<file path="config.mk">
export PLATFORM = sky130hd
export DESIGN_NAME = hsv_to_rgb_converter_unit
export DESIGN_NICKNAME = d
export VERILOG_FILES = /design/src/hsv_pkg.sv /design/src/hsv_clamp.sv /design/src/hsv_scale.sv /design/src/hsv_mix.sv /design/src/hsv_order.sv /design/src/hsv_to_rgb_converter_unit.sv
export SDC_FILE = /design/constraint.sdc
export NUM_CORES = 2
export LEC_CHECK = 0
export BUFFER_PORTS_ARGS = -buffer_cell sky130_fd_sc_hd__buf_2
export CORE_MARGIN = 2
export CORE_UTILIZATION = 45
export CTS_BUF_LIST = sky130_fd_sc_hd__clkbuf_16
export DETAILED_ROUTE_END_ITERATION = 10
export MAX_ROUTING_LAYER = met4
export PLACE_DENSITY = 0.65
export SLEW_MARGIN = 0
export SYNTH_ARGS = -nofsm -noshare
export SYNTH_HDL_FRONTEND = slang
export SYNTH_SLANG_ARGS = --single-unit
</file>
<file path="constraint.sdc">
create_clock -name clk -period 8.35 [get_ports clk]
set_clock_uncertainty 0.15 [all_clocks]
set_input_delay 0.4175 -clock clk [delete_from_list [all_inputs] [get_ports clk]]
set_output_delay 0.4175 -clock clk [all_outputs]
set_load 0.01 [all_outputs]
</file>
<file path="src/hsv_pkg.sv">
`default_nettype none
package hsv_pkg;

  localparam int FRAC_BITS   = 16;
  localparam int FW          = FRAC_BITS + 1;
  localparam int HUE_W       = 14;
  localparam int SV_W        = 12;
  localparam int HUE_CW      = HUE_W - 1;
  localparam int SV_CW       = SV_W - 1;
  localparam int REM_W       = 10;
  localparam int COMP_W      = 8;

  localparam int HUE_MAX     = 5760;
  localparam int SV_MAX      = 1600;
  localparam int SECTOR_SPAN = 960;
  localparam int COMP_SCALE  = 255;

  // reciprocal multipliers, exact over the clamped input ranges
  localparam int RECIP_SHIFT = 24;
  localparam int SV_RECIP_W  = RECIP_SHIFT + FRAC_BITS - 10;
  localparam int SEC_RECIP_W = RECIP_SHIFT + FRAC_BITS - 9;
  localparam logic [63:0] SV_RECIP =
    ((64'd1 << (RECIP_SHIFT + FRAC_BITS)) + 64'(SV_MAX) - 64'd1) / 64'(SV_MAX);
  localparam logic [63:0] SEC_RECIP =
    ((64'd1 << (RECIP_SHIFT + FRAC_BITS)) + 64'(SECTOR_SPAN) - 64'd1) / 64'(SECTOR_SPAN);

  localparam logic [FW-1:0] ONE = FW'(1) << FRAC_BITS;

  typedef enum logic [2:0] {
    SECT_RY,
    SECT_YG,
    SECT_GC,
    SECT_CB,
    SECT_BM,
    SECT_MR
  } sector_t;

  typedef struct packed {
    logic             valid;
    sector_t          sector;
    logic [REM_W-1:0] rem;
    logic [SV_CW-1:0] sat;
    logic [SV_CW-1:0] val;
  } clamp_t;

  typedef struct packed {
    logic          valid;
    sector_t       sector;
    logic [FW-1:0] s;
    logic [FW-1:0] v;
    logic [FW-1:0] f;
  } frac_t;

  typedef struct packed {
    logic          valid;
    sector_t       sector;
    logic [FW-1:0] v;
    logic [FW-1:0] p;
    logic [FW-1:0] fs;
    logic [FW-1:0] gs;
  } prod_t;

  typedef struct packed {
    logic          valid;
    sector_t       sector;
    logic [FW-1:0] v;
    logic [FW-1:0] p;
    logic [FW-1:0] q;
    logic [FW-1:0] t;
  } comp_t;

endpackage
`default_nettype wire

</file>
<file path="src/hsv_clamp.sv">
`default_nettype none
module hsv_clamp (
  input  wire logic                       clk,
  input  wire logic                       rst,
  input  wire logic                       load,
  input  wire logic [hsv_pkg::HUE_W-1:0]  hue,
  input  wire logic [hsv_pkg::SV_W-1:0]   saturation,
  input  wire logic [hsv_pkg::SV_W-1:0]   brightness,
  output hsv_pkg::clamp_t                 out
);
  import hsv_pkg::*;

  logic [HUE_CW-1:0] hue_c;
  logic [SV_CW-1:0]  sat_c;
  logic [SV_CW-1:0]  val_c;
  logic [HUE_CW-1:0] base;
  sector_t           sector;

  always_comb begin
    if (hue[HUE_W-1]) begin
      hue_c = '0;
    end else if (hue[HUE_CW-1:0] > HUE_CW'(HUE_MAX)) begin
      hue_c = HUE_CW'(HUE_MAX);
    end else begin
      hue_c = hue[HUE_CW-1:0];
    end
    if (saturation[SV_W-1]) begin
      sat_c = '0;
    end else if (saturation[SV_CW-1:0] > SV_CW'(SV_MAX)) begin
      sat_c = SV_CW'(SV_MAX);
    end else begin
      sat_c = saturation[SV_CW-1:0];
    end
    if (brightness[SV_W-1]) begin
      val_c = '0;
    end else if (brightness[SV_CW-1:0] > SV_CW'(SV_MAX)) begin
      val_c = SV_CW'(SV_MAX);
    end else begin
      val_c = brightness[SV_CW-1:0];
    end
  end

  // full circle wraps to the first sector with zero remainder
  always_comb begin
    if (hue_c >= HUE_CW'(HUE_MAX)) begin
      sector = SECT_RY;
      base   = HUE_CW'(HUE_MAX);
    end else if (hue_c >= HUE_CW'(5 * SECTOR_SPAN)) begin
      sector = SECT_MR;
      base   = HUE_CW'(5 * SECTOR_SPAN);
    end else if (hue_c >= HUE_CW'(4 * SECTOR_SPAN)) begin
      sector = SECT_BM;
      base   = HUE_CW'(4 * SECTOR_SPAN);
    end else if (hue_c >= HUE_CW'(3 * SECTOR_SPAN)) begin
      sector = SECT_CB;
      base   = HUE_CW'(3 * SECTOR_SPAN);
    end else if (hue_c >= HUE_CW'(2 * SECTOR_SPAN)) begin
      sector = SECT_GC;
      base   = HUE_CW'(2 * SECTOR_SPAN);
    end else if (hue_c >= HUE_CW'(SECTOR_SPAN)) begin
      sector = SECT_YG;
      base   = HUE_CW'(SECTOR_SPAN);
    end else begin
      sector = SECT_RY;
      base   = '0;
    end
  end

  logic [HUE_CW-1:0] rem_full;
  assign rem_full = hue_c - base;

  always_ff @(posedge clk) begin
    if (rst) begin
      out.valid <= 1'b0;
    end else begin
      out.valid <= load;
    end
    out.sector <= sector;
    out.rem    <= rem_full[REM_W-1:0];
    out.sat    <= sat_c;
    out.val    <= val_c;
  end

endmodule
`default_nettype wire

</file>
<file path="src/hsv_scale.sv">
`default_nettype none
module hsv_scale (
  input  wire logic            clk,
  input  wire logic            rst,
  input  wire hsv_pkg::clamp_t in,
  output hsv_pkg::frac_t       out
);
  import hsv_pkg::*;

  localparam int PW = RECIP_SHIFT + FW;

  logic [PW-1:0] s_prod;
  logic [PW-1:0] v_prod;
  logic [PW-1:0] f_prod;

  assign s_prod = PW'(in.sat) * PW'(SV_RECIP[SV_RECIP_W-1:0]);
  assign v_prod = PW'(in.val) * PW'(SV_RECIP[SV_RECIP_W-1:0]);
  assign f_prod = PW'(in.rem) * PW'(SEC_RECIP[SEC_RECIP_W-1:0]);

  always_ff @(posedge clk) begin
    if (rst) begin
      out.valid <= 1'b0;
    end else begin
      out.valid <= in.valid;
    end
    out.sector <= in.sector;
    out.s      <= s_prod[RECIP_SHIFT +: FW];
    out.v      <= v_prod[RECIP_SHIFT +: FW];
    out.f      <= f_prod[RECIP_SHIFT +: FW];
  end

endmodule
`default_nettype wire

</file>
<file path="src/hsv_mix.sv">
`default_nettype none
module hsv_mix (
  input  wire logic           clk,
  input  wire logic           rst,
  input  wire hsv_pkg::frac_t in,
  output hsv_pkg::comp_t      out
);
  import hsv_pkg::*;

  localparam int MW = 2 * FW;

  prod_t         mid;
  logic [MW-1:0] p_prod;
  logic [MW-1:0] fs_prod;
  logic [MW-1:0] gs_prod;
  logic [MW-1:0] q_prod;
  logic [MW-1:0] t_prod;

  assign p_prod  = MW'(in.v) * MW'(ONE - in.s);
  assign fs_prod = MW'(in.f) * MW'(in.s);
  assign gs_prod = MW'(ONE - in.f) * MW'(in.s);

  always_ff @(posedge clk) begin
    if (rst) begin
      mid.valid <= 1'b0;
    end else begin
      mid.valid <= in.valid;
    end
    mid.sector <= in.sector;
    mid.v      <= in.v;
    mid.p      <= p_prod[FRAC_BITS +: FW];
    mid.fs     <= fs_prod[FRAC_BITS +: FW];
    mid.gs     <= gs_prod[FRAC_BITS +: FW];
  end

  assign q_prod = MW'(mid.v) * MW'(ONE - mid.fs);
  assign t_prod = MW'(mid.v) * MW'(ONE - mid.gs);

  always_ff @(posedge clk) begin
    if (rst) begin
      out.valid <= 1'b0;
    end else begin
      out.valid <= mid.valid;
    end
    out.sector <= mid.sector;
    out.v      <= mid.v;
    out.p      <= mid.p;
    out.q      <= q_prod[FRAC_BITS +: FW];
    out.t      <= t_prod[FRAC_BITS +: FW];
  end

endmodule
`default_nettype wire

</file>
<file path="src/hsv_order.sv">
`default_nettype none
module hsv_order (
  input  wire logic                         clk,
  input  wire logic                         rst,
  input  wire hsv_pkg::comp_t               in,
  output logic                              strobe,
  output logic [hsv_pkg::COMP_W-1:0]        red,
  output logic [hsv_pkg::COMP_W-1:0]        green,
  output logic [hsv_pkg::COMP_W-1:0]        blue
);
  import hsv_pkg::*;

  localparam int BW = FW + COMP_W;

  logic [FW-1:0] r_x;
  logic [FW-1:0] g_x;
  logic [FW-1:0] b_x;
  logic [BW-1:0] r_b;
  logic [BW-1:0] g_b;
  logic [BW-1:0] b_b;

  always_comb begin
    case (in.sector)
      SECT_RY: begin r_x = in.v; g_x = in.t; b_x = in.p; end
      SECT_YG: begin r_x = in.q; g_x = in.v; b_x = in.p; end
      SECT_GC: begin r_x = in.p; g_x = in.v; b_x = in.t; end
      SECT_CB: begin r_x = in.p; g_x = in.q; b_x = in.v; end
      SECT_BM: begin r_x = in.t; g_x = in.p; b_x = in.v; end
      default: begin r_x = in.v; g_x = in.p; b_x = in.q; end
    endcase
  end

  assign r_b = BW'(r_x) * BW'(COMP_SCALE);
  assign g_b = BW'(g_x) * BW'(COMP_SCALE);
  assign b_b = BW'(b_x) * BW'(COMP_SCALE);

  always_ff @(posedge clk) begin
    if (rst) begin
      strobe <= 1'b0;
    end else begin
      strobe <= in.valid;
    end
    red   <= r_b[FRAC_BITS +: COMP_W];
    green <= g_b[FRAC_BITS +: COMP_W];
    blue  <= b_b[FRAC_BITS +: COMP_W];
  end

endmodule
`default_nettype wire

</file>
<file path="src/hsv_to_rgb_converter_unit.sv">
`default_nettype none
// HSV to RGB colour converter.
// Command channel: a colour (hue, saturation, brightness, signed, 1/16 degree
// and 1/16 percent) transfers at a rising edge with start high and busy low.
// busy is held low: a new colour may transfer on every cycle.
// Result channel: red, green and blue are shown for exactly one cycle with
// strobe high; the receiver takes them at the edge that ends that cycle.
// A taken colour passes the clamp, scale, two mix and order registers
// before it appears with strobe. Throughput: one colour per cycle.
// Stages: clamp and sector split, reciprocal scaling of s, v and f,
// two multiplier stages for p, q and t, then component ordering and
// scaling to eight bits; each stage after the clamp holds one multiply per path.
// Reset clears the valid bits of every stage; colours in flight are
// dropped and no strobe follows. The receiver cannot stall, so nothing
// is ever held back.
module hsv_to_rgb_converter_unit (
  input  wire logic                        clk,
  input  wire logic                        rst,
  input  wire logic                        start,
  output logic                             busy,
  input  wire logic [hsv_pkg::HUE_W-1:0]   hue,
  input  wire logic [hsv_pkg::SV_W-1:0]    saturation,
  input  wire logic [hsv_pkg::SV_W-1:0]    brightness,
  output logic                             strobe,
  output logic [hsv_pkg::COMP_W-1:0]       red,
  output logic [hsv_pkg::COMP_W-1:0]       green,
  output logic [hsv_pkg::COMP_W-1:0]       blue
);
  import hsv_pkg::*;

  clamp_t st_clamp;
  frac_t  st_frac;
  comp_t  st_comp;

  assign busy = 1'b0;

  hsv_clamp u_clamp (
    .clk        (clk),
    .rst        (rst),
    .load       (start && !busy),
    .hue        (hue),
    .saturation (saturation),
    .brightness (brightness),
    .out        (st_clamp)
  );

  hsv_scale u_scale (
    .clk (clk),
    .rst (rst),
    .in  (st_clamp),
    .out (st_frac)
  );

  hsv_mix u_mix (
    .clk (clk),
    .rst (rst),
    .in  (st_frac),
    .out (st_comp)
  );

  hsv_order u_order (
    .clk    (clk),
    .rst    (rst),
    .in     (st_comp),
    .strobe (strobe),
    .red    (red),
    .green  (green),
    .blue   (blue)
  );

endmodule
`default_nettype wire

</file>
==> results.yml <==
critical_path:
  crit_type: "flip-flop to flip-flop"
  path_common_cell: "fa_1"
  crit_arrival_ns: 8.20
  cp_max_fo: 16
  end_kind: "flip-flop"
  crit_required_ns: 8.68
  slowest_delay_ns: 0.68
  crit_buf_inv: 3
  slowest_stage: "fa_2"
  crit_family: "adder cells"
  start_kind: "flip-flop"
layout:
  num-fill-cells: 15900
  final_cells: 10500
  layout.nets: 10800
  final-seq-area_sq_um: 5220
  layout_commonest_cell: "inv_1"
  drive_gt1_frac: 0.0440
  multiInputGateArea_sq_um: 61900
  final_cell_area_sq_um: 81300
  syn_to_final_growth_pct: 6.28
  mostFrequentLayoutCells: "2,233 x inv_1, 1,748 x fa_1, 979 x nand2_1"
die:
  die_x_um: 416
  std_cell_rows: 151
  start_util: 0.453
  dieHeight_um: 416
  ioPinCount: 67
  die_area_sq_um: 173000
  core_sq_um: 169000
logic_synthesis:
  synth_area_leaders: "fa_1 46%, ha_1 12%, inv_1 11%, dfxtp_1 6.8%, and2_1 5.2%"
  ys_ff_latch: 260
  synth_cells: 8293
  synth_area_per_cell_sq_um: 9.23
  ys_async_sr_fraction: 0
  synth_area_leader_cell: "fa_1"
  synth_flop_cell: "dfxtp_1"
  syn_area_sq_um: 76500
  synth_edf_count: 0
  yosys.area.top_type_share: 0.458
  ys_seq_area_frac: 0.0680
  yosysUniqueCellTypes: 85
  syn_nets: 10800
  yosysWarnings: 0
clock_network:
  clk_pin_slew_ns: 0.07
  clock-sinks: 260
  clockBufferDepth: 3
  cts_root_buf: "clkbuf_16"
  cts.htree.levels: 2
  cts_buffers: 38
  tritoncts: "done"
  clock_latency_ns: 0.64
timing:
  slew_violations: 0
  period_share: 0.942
  setup_tns_ns: 0
  max_slew_margin: 0.207
  worstMarginPinSlew_ns: 1.18
  fmax_mhz: 127
  setup_violations: 0
  finalHoldViolations: 0
  post-route-min-period_ns: 7.87
  rsz0062_at_grt: "no"
  worst_slack_ns: 0.480
placement:
  dp.cells: 10400
  dpl_cell_area_sq_um: 79600
  port_buffers: 65
  place_hpwl_um: 153000
  finalWeightedCongestion: 0.899
  post-place-ws_ns: 0.161
job:
  drv_cap: 0
drt:
  drt-vias-per-instance: 5.08
  totalWireLength_um: 187000
  drt_iter0_markers: 2964
  dr_total_vias: 53400
  drc: 0
  drt_pre_antenna_iters: 6
  wire_per_inst_um: 17.8
  ant_nets: 0
grt:
  grt_max_degree: 69
  grt_overflow: 0
  antenna_found_initial: 0
  grt_pass1_vias: 59200
  grt_pass1_wl_um: 312000
  grt_use_total: 0.232
min_path:
  hold_class: "input pin to flip-flop"
status:
  outcome: "completed"
## synthesized netlist by cell type, types with 6 or more instances
| cell | count |
|---|---|
| inv_1 | 2227 |
| fa_1 | 1750 |
| nand2_1 | 980 |
| ha_1 | 761 |
| and2_1 | 639 |
| clkbuf_1 | 280 |
| dfxtp_1 | 260 |
| xnor2_1 | 201 |
| nor2_1 | 134 |
| o21ai_0 | 132 |
| a21oi_1 | 129 |
| xor2_1 | 91 |
| a21o_1 | 67 |
| nor3_1 | 50 |
| mux2i_1 | 47 |
| nor2b_1 | 41 |
| o21a_1 | 40 |
| a211oi_1 | 35 |
| and3_1 | 34 |
| mux2_2 | 32 |
| nand3_1 | 30 |
| buf_1 | 25 |
| nand2b_1 | 24 |
| nand4_1 | 22 |
| a31oi_1 | 20 |
| o21bai_1 | 19 |
| o22a_1 | 13 |
| or3_1 | 13 |
| maj3_1 | 12 |
| or4_1 | 12 |
| o221a_2 | 10 |
| a2111oi_0 | 9 |
| nor4_1 | 9 |
| or2_2 | 9 |
| a211o_1 | 7 |
| nand3b_1 | 7 |
| o22ai_1 | 7 |
| a21boi_0 | 6 |
| and4_1 | 6 |
| o211a_1 | 6 |
| o31ai_1 | 6 |
## cells by family after synthesis
logic type,Yosys count,share of synthesized area
AOI/OAI and AO/OA,566,0.0490
xor gates and xnor gates,293,0.0336
adders and majority gates,2523,0.584
buffers and inverters,2539,0.125
DFF,260,0.0680
muxes,79,0.0109
other,1,0.0000490
and+or+nand+nor,2032,0.130
## flip-flops by register name, summed over array words and instances, names as in the netlist
signal,count
u_scale.out,55
u_mix.out,72
u_mix.mid,72
u_order.green,8
u_order.blue,8
u_order.strobe,1
u_order.red,8
u_clamp.out,36
## metal layers
layer,vias to the layer above,routed length [um],GRT usage
met5,-,0,-
met2,1453,91000,0.387
li1,24400,-,-
met4,0,5350,0.0629
met3,280,10800,0.0287
met1,27300,80200,0.299
## worst reg2reg max path, stage by stage, from the launching register on
cell and delay (ns):
dfxtp_2 0.33, or4_4 0.55, or3_4 0.41, or3_4 0.41
nor2b_4 0.16, a21boi_2 0.20, nand2_1 0.20, inv_1 0.12
fa_2 0.68, fa_1 0.48, fa_1 0.50, fa_1 0.51
fa_1 0.49, inv_1 0.05, fa_1 0.48, inv_1 0.05
ha_1 0.33, a21o_1 0.20, a21oi_1 0.16, o21ai_0 0.12
a21o_1 0.19, a21oi_1 0.19, nand2_1 0.13, a41oi_2 0.32
o221ai_1 0.17, xnor2_1 0.15
## layout make-up
class / count / area share
inverter: 2228 / 0.103
clock buffer: 39 / 0.0120
tap: 2218 / 0.0341
timing repair buffer: 249 / 0.0224
antenna: 1 / 0.0000308
multi-input combinational: 5494 / 0.761
clock inverter: 31 / 0.00375
sequential: 260 / 0.0641
## per-stage QoR
stage,utilization,hold WS (ns)
after floorplan,-,0.160
after global routing,0.481,0.0976
after global placement,0.471,0.164
after detailed placement,0.471,0.164
final,0.481,0.0423
after CTS,0.480,0.0276
## worst paths after layout
kind | startpoint | to | slack (ns) | depth (start not counted)
max | u_scale.out[34] | u_mix.mid[50] | 0.48 | 25
min reg2reg | u_mix.mid[68] | u_mix.out[68] | 0.18 | 0
max reg2reg | u_scale.out[34] | u_mix.mid[50] | 0.48 | 25
min | hue[6] | u_clamp.out[28] | 0.04 | 4
## repair_timing
action,4_1_cts,5_1_grt
endpoints found under the setup margin,0,15
hold endpoints to repair,35,0
resized for setup,0,18
buffers inserted,0,0
hold buffers,36,0
Power is not shown: default switching activity piles up to over one toggle a cycle in this logic, so the estimate is an artifact.
